--- config.mk ---
export PLATFORM = sky130hd
export DESIGN_NAME = gga_altitude_extractor
export DESIGN_NICKNAME = d
export VERILOG_FILES = /design/src/rtl/gga_pkg.sv /design/src/rtl/gga_front.sv /design/src/rtl/gga_queue.sv /design/src/rtl/gga_back.sv /design/src/rtl/gga_altitude_extractor.sv
export SDC_FILE = /design/constraint.sdc
export NUM_CORES = 1
export LEC_CHECK = 0
export BUFFER_PORTS_ARGS = -buffer_cell sky130_fd_sc_hd__buf_2
export CAP_MARGIN = 20
export CORE_AREA = 2 2 219 221
export CTS_CLUSTER_SIZE = 30
export DETAILED_ROUTE_END_ITERATION = 16
export DIE_AREA = 0 0 221 223
export PLACE_DENSITY = 0.43
export SYNTH_ARGS = -nofsm -noshare
export SYNTH_HDL_FRONTEND = slang
export SYNTH_SLANG_ARGS = --single-unit
--- constraint.sdc ---
create_clock -name i_clk -period 8.4 [get_ports i_clk]
set_clock_uncertainty 0.2 [all_clocks]
set_input_delay 0.42 -clock i_clk [delete_from_list [all_inputs] [get_ports i_clk]]
set_output_delay 0.42 -clock i_clk [all_outputs]
set_load 0.02 [all_outputs]
--- src/rtl/gga_pkg.sv ---
`default_nettype none

package gga_pkg;

    // ASCII codes the parser looks for.
    localparam logic [7:0] CH_DOLLAR = 8'h24;
    localparam logic [7:0] CH_G      = 8'h47;
    localparam logic [7:0] CH_P      = 8'h50;
    localparam logic [7:0] CH_A      = 8'h41;
    localparam logic [7:0] CH_COMMA  = 8'h2C;
    localparam logic [7:0] CH_DOT    = 8'h2E;
    localparam logic [7:0] CH_PLUS   = 8'h2B;
    localparam logic [7:0] CH_MINUS  = 8'h2D;
    localparam logic [7:0] CH_ZERO   = 8'h30;
    localparam logic [7:0] CH_NINE   = 8'h39;

    // Comma count at which the altitude field is open; the next comma closes it.
    localparam logic [3:0] ALT_FIELD_COMMA = 4'd8;

    // Magnitude is held in thousandths and saturates here.
    localparam int          MAG_W      = 30;
    localparam int          OUT_W      = 31;
    localparam logic [29:0] MILLI_LIMIT = 30'd999999999;
    localparam int          MILLI_PER_UNIT = 1000;

    // Command queue between front and back.
    localparam int QUEUE_DEPTH = 4;
    localparam int QPTR_W      = 2;
    localparam int QCNT_W      = 3;

    typedef enum logic [2:0] {
        ST_IDLE,
        ST_HDR_G1,
        ST_HDR_P,
        ST_HDR_G2,
        ST_HDR_G3,
        ST_HDR_A,
        ST_HDR_COMMA,
        ST_BODY
    } t_hdr_state;

    typedef enum logic {
        CMD_CHAR,
        CMD_EMIT
    } t_cmd_kind;

    typedef struct packed {
        t_cmd_kind  kind;
        logic [7:0] ch;
        logic       first;
    } t_cmd_beat;

    typedef struct packed {
        logic empty;
        logic full;
    } t_queue_status;

    // Character expected in each header state; the body state maps to a comma.
    function automatic logic [7:0] hdr_expect(input t_hdr_state st);
        logic [7:0] res;
        unique case (st)
            ST_IDLE:      res = CH_DOLLAR;
            ST_HDR_G1:    res = CH_G;
            ST_HDR_P:     res = CH_P;
            ST_HDR_G2:    res = CH_G;
            ST_HDR_G3:    res = CH_G;
            ST_HDR_A:     res = CH_A;
            ST_HDR_COMMA: res = CH_COMMA;
            ST_BODY:      res = CH_COMMA;
        endcase
        return res;
    endfunction

    // Weight in thousandths of the n-th fraction digit.
    function automatic logic [6:0] frac_weight(input logic [1:0] idx);
        logic [6:0] res;
        unique case (idx)
            2'd0:    res = 7'd100;
            2'd1:    res = 7'd10;
            default: res = 7'd1;
        endcase
        return res;
    endfunction

endpackage

`default_nettype wire

--- src/rtl/gga_front.sv ---
`default_nettype none

module gga_front #(
    parameter int MAX_FIELD_CHARS = 9
) (
    input  wire logic                 i_clk,
    input  wire logic                 i_rst_n,
    input  wire logic                 i_in_valid,
    output logic                      o_in_ready,
    input  wire logic [7:0]           i_rx_byte,
    input  wire gga_pkg::t_queue_status i_q_status,
    output logic                      o_push,
    output gga_pkg::t_cmd_beat        o_push_beat
);
    import gga_pkg::*;

    localparam int CHAR_CNT_W = $clog2(MAX_FIELD_CHARS + 1);

    t_hdr_state            r_state, n_state;
    logic [3:0]            r_comma_cnt, n_comma_cnt;
    logic [CHAR_CNT_W-1:0] r_char_cnt, n_char_cnt;
    logic                  w_take;
    logic                  w_is_comma;
    logic                  w_match;

    assign o_in_ready = !i_q_status.full;
    assign w_take     = i_in_valid && o_in_ready;
    assign w_is_comma = (i_rx_byte == CH_COMMA);
    assign w_match    = (i_rx_byte == hdr_expect(r_state));

    // Header walk; a mismatch drops back to idle without retesting the byte.
    always_comb begin
        n_state = r_state;
        if (w_take) begin
            unique case (r_state)
                ST_IDLE:      n_state = w_match ? ST_HDR_G1    : ST_IDLE;
                ST_HDR_G1:    n_state = w_match ? ST_HDR_P     : ST_IDLE;
                ST_HDR_P:     n_state = w_match ? ST_HDR_G2    : ST_IDLE;
                ST_HDR_G2:    n_state = w_match ? ST_HDR_G3    : ST_IDLE;
                ST_HDR_G3:    n_state = w_match ? ST_HDR_A     : ST_IDLE;
                ST_HDR_A:     n_state = w_match ? ST_HDR_COMMA : ST_IDLE;
                ST_HDR_COMMA: n_state = w_match ? ST_BODY      : ST_IDLE;
                ST_BODY: begin
                    if (w_is_comma && r_comma_cnt == ALT_FIELD_COMMA) begin
                        n_state = ST_IDLE;
                    end
                end
            endcase
        end
    end

    // Commands to the back and the body counters.
    always_comb begin
        o_push            = 1'b0;
        o_push_beat.kind  = CMD_CHAR;
        o_push_beat.ch    = i_rx_byte;
        o_push_beat.first = (r_char_cnt == '0);
        n_comma_cnt       = r_comma_cnt;
        n_char_cnt        = r_char_cnt;
        if (w_take && r_state == ST_BODY) begin
            if (w_is_comma) begin
                if (r_comma_cnt == ALT_FIELD_COMMA) begin
                    o_push           = 1'b1;
                    o_push_beat.kind = CMD_EMIT;
                    n_comma_cnt      = '0;
                    n_char_cnt       = '0;
                end else begin
                    n_comma_cnt = r_comma_cnt + 4'd1;
                end
            end else if (r_comma_cnt == ALT_FIELD_COMMA &&
                         r_char_cnt < CHAR_CNT_W'(MAX_FIELD_CHARS)) begin
                o_push     = 1'b1;
                n_char_cnt = r_char_cnt + CHAR_CNT_W'(1);
            end
        end
    end

    always_ff @(posedge i_clk) begin
        if (!i_rst_n) begin
            r_state     <= ST_IDLE;
            r_comma_cnt <= '0;
            r_char_cnt  <= '0;
        end else begin
            r_state     <= n_state;
            r_comma_cnt <= n_comma_cnt;
            r_char_cnt  <= n_char_cnt;
        end
    end

endmodule

`default_nettype wire

--- src/rtl/gga_queue.sv ---
`default_nettype none

module gga_queue (
    input  wire logic               i_clk,
    input  wire logic               i_rst_n,
    input  wire logic               i_push,
    input  wire gga_pkg::t_cmd_beat i_push_beat,
    input  wire logic               i_pop,
    output gga_pkg::t_cmd_beat      o_head,
    output gga_pkg::t_queue_status  o_status
);
    import gga_pkg::*;

    t_cmd_beat          r_slot [QUEUE_DEPTH];
    logic [QPTR_W-1:0]  r_wr_ptr, n_wr_ptr;
    logic [QPTR_W-1:0]  r_rd_ptr, n_rd_ptr;
    logic [QCNT_W-1:0]  r_count, n_count;

    assign o_head          = r_slot[r_rd_ptr];
    assign o_status.empty  = (r_count == '0);
    assign o_status.full   = (r_count == QCNT_W'(QUEUE_DEPTH));

    always_comb begin
        n_wr_ptr = i_push ? r_wr_ptr + QPTR_W'(1) : r_wr_ptr;
        n_rd_ptr = i_pop  ? r_rd_ptr + QPTR_W'(1) : r_rd_ptr;
        n_count  = r_count;
        if (i_push && !i_pop) begin
            n_count = r_count + QCNT_W'(1);
        end else if (!i_push && i_pop) begin
            n_count = r_count - QCNT_W'(1);
        end
    end

    always_ff @(posedge i_clk) begin
        if (i_push) begin
            r_slot[r_wr_ptr] <= i_push_beat;
        end
    end

    always_ff @(posedge i_clk) begin
        if (!i_rst_n) begin
            r_wr_ptr <= '0;
            r_rd_ptr <= '0;
            r_count  <= '0;
        end else begin
            r_wr_ptr <= n_wr_ptr;
            r_rd_ptr <= n_rd_ptr;
            r_count  <= n_count;
        end
    end

endmodule

`default_nettype wire

--- src/rtl/gga_back.sv ---
`default_nettype none

module gga_back #(
    parameter int FRACTION_DIGITS = 3
) (
    input  wire logic                  i_clk,
    input  wire logic                  i_rst_n,
    input  wire gga_pkg::t_cmd_beat    i_head,
    input  wire gga_pkg::t_queue_status i_q_status,
    output logic                       o_pop,
    output logic                       o_out_valid,
    input  wire logic                  i_out_ready,
    output logic signed [30:0]         o_altitude_milli
);
    import gga_pkg::*;

    logic [MAG_W-1:0]   r_mag, n_mag;
    logic               r_neg, n_neg;
    logic               r_point, n_point;
    logic [1:0]         r_frac, n_frac;
    logic               r_stopped, n_stopped;
    logic               r_out_valid, n_out_valid;
    logic [OUT_W-1:0]   r_out_data, n_out_data;

    logic               w_slot_free;
    logic               w_is_digit;
    logic [3:0]         w_digit;
    logic [MAG_W+3:0]   w_int_sum;
    logic [MAG_W:0]     w_frac_sum;
    logic [OUT_W-1:0]   w_mag_ext;

    assign w_slot_free = !r_out_valid || i_out_ready;
    assign o_pop = !i_q_status.empty && (i_head.kind == CMD_CHAR || w_slot_free);

    assign w_is_digit = (i_head.ch >= CH_ZERO) && (i_head.ch <= CH_NINE);
    assign w_digit    = 4'(i_head.ch - CH_ZERO);

    // Integer digit: shift the magnitude one decade and add the digit in units.
    assign w_int_sum = ((MAG_W+4)'(r_mag) << 3) + ((MAG_W+4)'(r_mag) << 1)
                     + (MAG_W+4)'(w_digit) * (MAG_W+4)'(MILLI_PER_UNIT);
    // Fraction digit: add it at the weight of its position.
    assign w_frac_sum = (MAG_W+1)'(r_mag)
                      + (MAG_W+1)'(w_digit) * (MAG_W+1)'(frac_weight(r_frac));

    assign w_mag_ext = OUT_W'(r_mag);

    always_comb begin
        n_mag       = r_mag;
        n_neg       = r_neg;
        n_point     = r_point;
        n_frac      = r_frac;
        n_stopped   = r_stopped;
        n_out_valid = r_out_valid && !i_out_ready;
        n_out_data  = r_out_data;
        if (o_pop) begin
            unique case (i_head.kind)
                CMD_EMIT: begin
                    n_out_valid = 1'b1;
                    n_out_data  = r_neg ? (OUT_W'(0) - w_mag_ext) : w_mag_ext;
                    n_mag       = '0;
                    n_neg       = 1'b0;
                    n_point     = 1'b0;
                    n_frac      = '0;
                    n_stopped   = 1'b0;
                end
                CMD_CHAR: begin
                    if (!r_stopped) begin
                        priority if (w_is_digit) begin
                            if (!r_point) begin
                                n_mag = (w_int_sum > (MAG_W+4)'(MILLI_LIMIT))
                                      ? MILLI_LIMIT : MAG_W'(w_int_sum);
                            end else if (int'(r_frac) < FRACTION_DIGITS) begin
                                n_mag  = (w_frac_sum > (MAG_W+1)'(MILLI_LIMIT))
                                       ? MILLI_LIMIT : MAG_W'(w_frac_sum);
                                n_frac = r_frac + 2'd1;
                            end
                        end else if (i_head.ch == CH_DOT && !r_point) begin
                            n_point = 1'b1;
                        end else if (i_head.first &&
                                     (i_head.ch == CH_PLUS || i_head.ch == CH_MINUS)) begin
                            n_neg = (i_head.ch == CH_MINUS);
                        end else begin
                            n_stopped = 1'b1;
                        end
                    end
                end
            endcase
        end
    end

    always_ff @(posedge i_clk) begin
        if (!i_rst_n) begin
            r_mag       <= '0;
            r_neg       <= 1'b0;
            r_point     <= 1'b0;
            r_frac      <= '0;
            r_stopped   <= 1'b0;
            r_out_valid <= 1'b0;
        end else begin
            r_mag       <= n_mag;
            r_neg       <= n_neg;
            r_point     <= n_point;
            r_frac      <= n_frac;
            r_stopped   <= n_stopped;
            r_out_valid <= n_out_valid;
        end
    end

    always_ff @(posedge i_clk) begin
        r_out_data <= n_out_data;
    end

    assign o_out_valid      = r_out_valid;
    assign o_altitude_milli = $signed(r_out_data);

endmodule

`default_nettype wire

--- src/rtl/gga_altitude_extractor.sv ---
`default_nettype none

// Channel   Direction  Handshake               Payload
// input     in         i_in_valid/o_in_ready   i_rx_byte        (8 bits, ASCII)
// result    out        o_out_valid/i_out_ready o_altitude_milli (31 bits, signed)
//
// One byte is accepted per cycle while the command queue has room.
// A result is written to the output register when the closing-comma command
// of the altitude field leaves the queue, and then holds until it is taken.
// Reset (i_rst_n low at a clock edge) returns the parser to idle and empties
// the queue and the output register.
// A stalled output only blocks the back end on the closing-comma command; the
// four-beat queue lets the front keep taking bytes until it fills.

module gga_altitude_extractor #(
    parameter int MAX_FIELD_CHARS = 9,
    parameter int FRACTION_DIGITS = 3
) (
    input  wire logic          i_clk,
    input  wire logic          i_rst_n,
    input  wire logic          i_in_valid,
    output logic               o_in_ready,
    input  wire logic [7:0]    i_rx_byte,
    output logic               o_out_valid,
    input  wire logic          i_out_ready,
    output logic signed [30:0] o_altitude_milli
);
    import gga_pkg::*;

    // The front matches the sentence header and counts commas. It only hands
    // over work that affects the result: one command per captured altitude
    // character and one for the comma that closes the field.
    logic          w_push;
    t_cmd_beat     w_push_beat;
    logic          w_pop;
    t_cmd_beat     w_head;
    t_queue_status w_q_status;

    gga_front #(
        .MAX_FIELD_CHARS(MAX_FIELD_CHARS)
    ) u_front (
        .i_clk       (i_clk),
        .i_rst_n     (i_rst_n),
        .i_in_valid  (i_in_valid),
        .o_in_ready  (o_in_ready),
        .i_rx_byte   (i_rx_byte),
        .i_q_status  (w_q_status),
        .o_push      (w_push),
        .o_push_beat (w_push_beat)
    );

    // Commands wait here in order, so the numeric state in the back always
    // sees the characters of a field before the comma that closes it.
    gga_queue u_queue (
        .i_clk       (i_clk),
        .i_rst_n     (i_rst_n),
        .i_push      (w_push),
        .i_push_beat (w_push_beat),
        .i_pop       (w_pop),
        .o_head      (w_head),
        .o_status    (w_q_status)
    );

    // The back builds the magnitude in thousandths with saturation, tracks
    // sign, decimal point and the stop condition, and owns the result register.
    gga_back #(
        .FRACTION_DIGITS(FRACTION_DIGITS)
    ) u_back (
        .i_clk            (i_clk),
        .i_rst_n          (i_rst_n),
        .i_head           (w_head),
        .i_q_status       (w_q_status),
        .o_pop            (w_pop),
        .o_out_valid      (o_out_valid),
        .i_out_ready      (i_out_ready),
        .o_altitude_milli (o_altitude_milli)
    );

endmodule

`default_nettype wire

==> run metrics <==
status completed; # diodes 0; Initial Util 0.228; max_cap viols 0; DR vias 8391; power share of the combinational group 0.011; antenna viol nets, final 0; WS Path Type flip-flop to flip-flop; Pwr Density 118 nW/µm²; initial antenna violation count 0; delay-heaviest family, CP compound AO/OA/AOI/OAI gates; Inst Count DP 1788; Routed WL per cell 15.7 µm; total track usage 0.118; NetSw 346 µW; Sink Count 134; final hold vios 0; largest net degree at the start of global routing 33; final worst slack 0.872 ns; Die Width 221 µm; Synth-to-Final Area Change 12.9%; RSZ-0062 raised after global routing false; Netlist cell types 85; Clock transition at path regs 0.07 ns; 1st-iter DRT viols 407; first-pass GRT wire length 46.4 mm; Worst IR Drop VDD 0.157 mV; clock share of power 0.509; Seq pwr share 0.480; share of cells above drive strength 1 0.107; Worst-Skew Late Latency 0.44 ns; Power, Total 1.43 mW; PortBufs 44; drt pass-1 iters 5; DRC violations left 0; CTS Buf Count 17; CP startpoint kind flip-flop; worst hold path type primary input to flip-flop; EDFF count, synth 71; Leak 4.94 nW; register bit total from synthesis 134; DP Worst Slack 0.810 ns; TritonCTS clock tree yes; Seq/Total Area, Yosys 0.316; CP dominant cell by count inv_1; syn nets 1315; vias in the first global route 8550; Tightest Pin Transition 0.733 ns; die area 49300 µm²; CP bufs+invs 5; final hold slack 0.0428 ns; Synth Warn # 0; Crit path required time 8.54 ns; Non-Filler Instances 1821; Final HPWL DP 22.7 mm; num ports 45; gp weighted congestion 0.842; H-tree Lvls 4; Slew Viols, Final 0; synthesized netlist cell count 1169; Top FF cell, synth edfxtp_1; synthesized cell area 10700 µm²; Critical Path Sink Type flip-flop; syn_area_per_cell 9.18 µm²; placed instance area 11500 µm²; Finished Core Util 0.257; Max stage delay cell, worst path mux4_2; Nets 1339; sw frac 0.243; core footprint 47100 µm²; CP max stage delay 0.65 ns; Die H 223 µm; asr flop ratio synth 0; DR vias/cell 4.61; Final min period 7.53 ns; Arr. time, crit path 7.67 ns; setup TNS 0 ns; CTS root buf clkbuf_16; Final setup viols 0; final WL 28.6 mm; setup bufs post-CTS 0; # rows 80; CP Max Fanout 15; cell area after layout 12100 µm²; Max Clock Freq 133 MHz; relative slew slack 0.507; Final Cycle Share 0.896; Clock Path Buffers 2; Cell Int Power 1.08 mW; grt ovf 0; hold_buf cts 0
-- path summary, 6_finish.rpt --
kind / start / end / slack [ns] / cells after the start
hold reg to reg: u_front.r_char_cnt[3] / u_front.r_char_cnt[3] / 0.32 / 2
setup / recovery: flip-flop / u_back.r_mag[14] / 0.87 / 29
hold / removal: i_rx_byte[7] / u_queue.r_slot[3][8] / 0.04 / 1
setup reg to reg: flip-flop / u_back.r_mag[14] / 0.87 / 29
-- power groups by stage --
stage | logic, mW | clock network [mW] | registers (mW)
floorplan | 0.00683 | 0 | 0.699
global placement | 0.0156 | 0 | 0.699
detailed placement | 0.0158 | 0 | 0.699
CTS | 0.0159 | 0.745 | 0.685
global route | 0.0176 | 0.774 | 0.684
finish | 0.0157 | 0.725 | 0.685
-- cell usage after synthesis, drive strengths merged (4+ instances only) --
| master | n | area [µm²] |
|---|---|---|
| a211o | 4 | 37.5 |
| a211oi | 10 | 108 |
| a21boi | 4 | 30.0 |
| a21o | 19 | 145 |
| a21oi | 60 | 312 |
| a221o | 4 | 41.3 |
| a22o | 4 | 35.0 |
| a31oi | 7 | 43.8 |
| a32oi | 4 | 35.0 |
| and2 | 23 | 146 |
| and3 | 9 | 56.3 |
| and4 | 4 | 36.3 |
| buf | 14 | 110 |
| clkbuf | 33 | 134 |
| dfxtp | 63 | 1260 |
| edfxtp | 71 | 2130 |
| fa | 34 | 681 |
| ha | 100 | 1250 |
| inv | 109 | 409 |
| mux2i | 4 | 40.0 |
| mux4 | 8 | 180 |
| nand2 | 97 | 364 |
| nand2b | 13 | 81.3 |
| nand3 | 43 | 215 |
| nand4 | 21 | 131 |
| nor2 | 82 | 310 |
| nor2b | 12 | 75.1 |
| nor3 | 22 | 110 |
| nor4 | 8 | 71.3 |
| nor4b | 4 | 35.0 |
| o211ai | 11 | 87.6 |
| o21a | 7 | 52.6 |
| o21ai | 75 | 383 |
| o221ai | 14 | 123 |
| o22ai | 5 | 31.3 |
| o31a | 5 | 52.6 |
| o31ai | 12 | 90.1 |
| or2 | 7 | 43.8 |
| or3 | 14 | 92.6 |
| or4 | 6 | 45.0 |
| xnor2 | 65 | 569 |
| xor2 | 23 | 201 |
-- area by class of cell --
type | instances | area, µm²
fillers | 5081 | 35000
multi-input cells | 879 | 6690
flip-flops and latches | 134 | 3390
well taps | 615 | 769
clock buffers | 17 | 425
inverters | 109 | 409
repair buffers | 52 | 300
clock inverters | 15 | 134
-- cell families (layout without fill, tap and decap cells) --
kind of cell	Yosys count	count (layout)	synth area share
AOI/OAI and AO/OA	272	272	0.174
xor gates and xnor gates	88	88	0.0718
adders and majority gates	134	134	0.180
buffers and inverters	156	193	0.0609
DFF	134	134	0.316
muxes	14	14	0.0226
and+or+nand+nor	371	371	0.175
-- routing by layer --
layer  part of all wire  track usage  routed length (µm)  vias up
met4              0.022       0.0375                 634        0
met1               0.44        0.146               12700     3986
met5                  0            0                   0        -
li1                   -            -                   -     4240
met2               0.51        0.212               14500      132
met3              0.026       0.0184                 742       33
-- layout by cell type (no fill, tap or decap), drive strengths merged, types with 10 or more instances in the layout --
master  netlist  routed
a21oi        60      60
a211oi       10      10
nor2         82      82
inv         109     119
xor2         23      23
o221ai       14      14
nor3         22      22
a21o         19      19
nand3        43      43
clkbuf       33      17
o31ai        12      12
dfxtp        63      63
nor2b        12      12
o21ai        75      75
nand4        21      21
or3          14      14
and2         23      23
nand2b       13      13
edfxtp       71      71
fa           34      34
o211ai       11      11
buf          14      52
xnor2        65      65
ha          100     100
nand2        97      97
-- flip-flops by register name, summed over array words and instances (netlist names), 2 cells and up, named ones only --
name	flops
u_queue.r_slot	40
u_queue.r_rd_ptr	2
u_front.r_char_cnt	4
u_back.r_frac	2
u_back.o_altitude_milli	31
u_back.r_mag	30
u_queue.r_wr_ptr	2
u_queue.r_count	3
u_front.r_comma_cnt	4
u_front.r_state	3
-- timing repair --
action,CTS,global route
endpoints found under the hold margin,0,0
endpoints found under the setup margin,0,1
resized for setup,0,1
(Power assumes the default switching activity.)
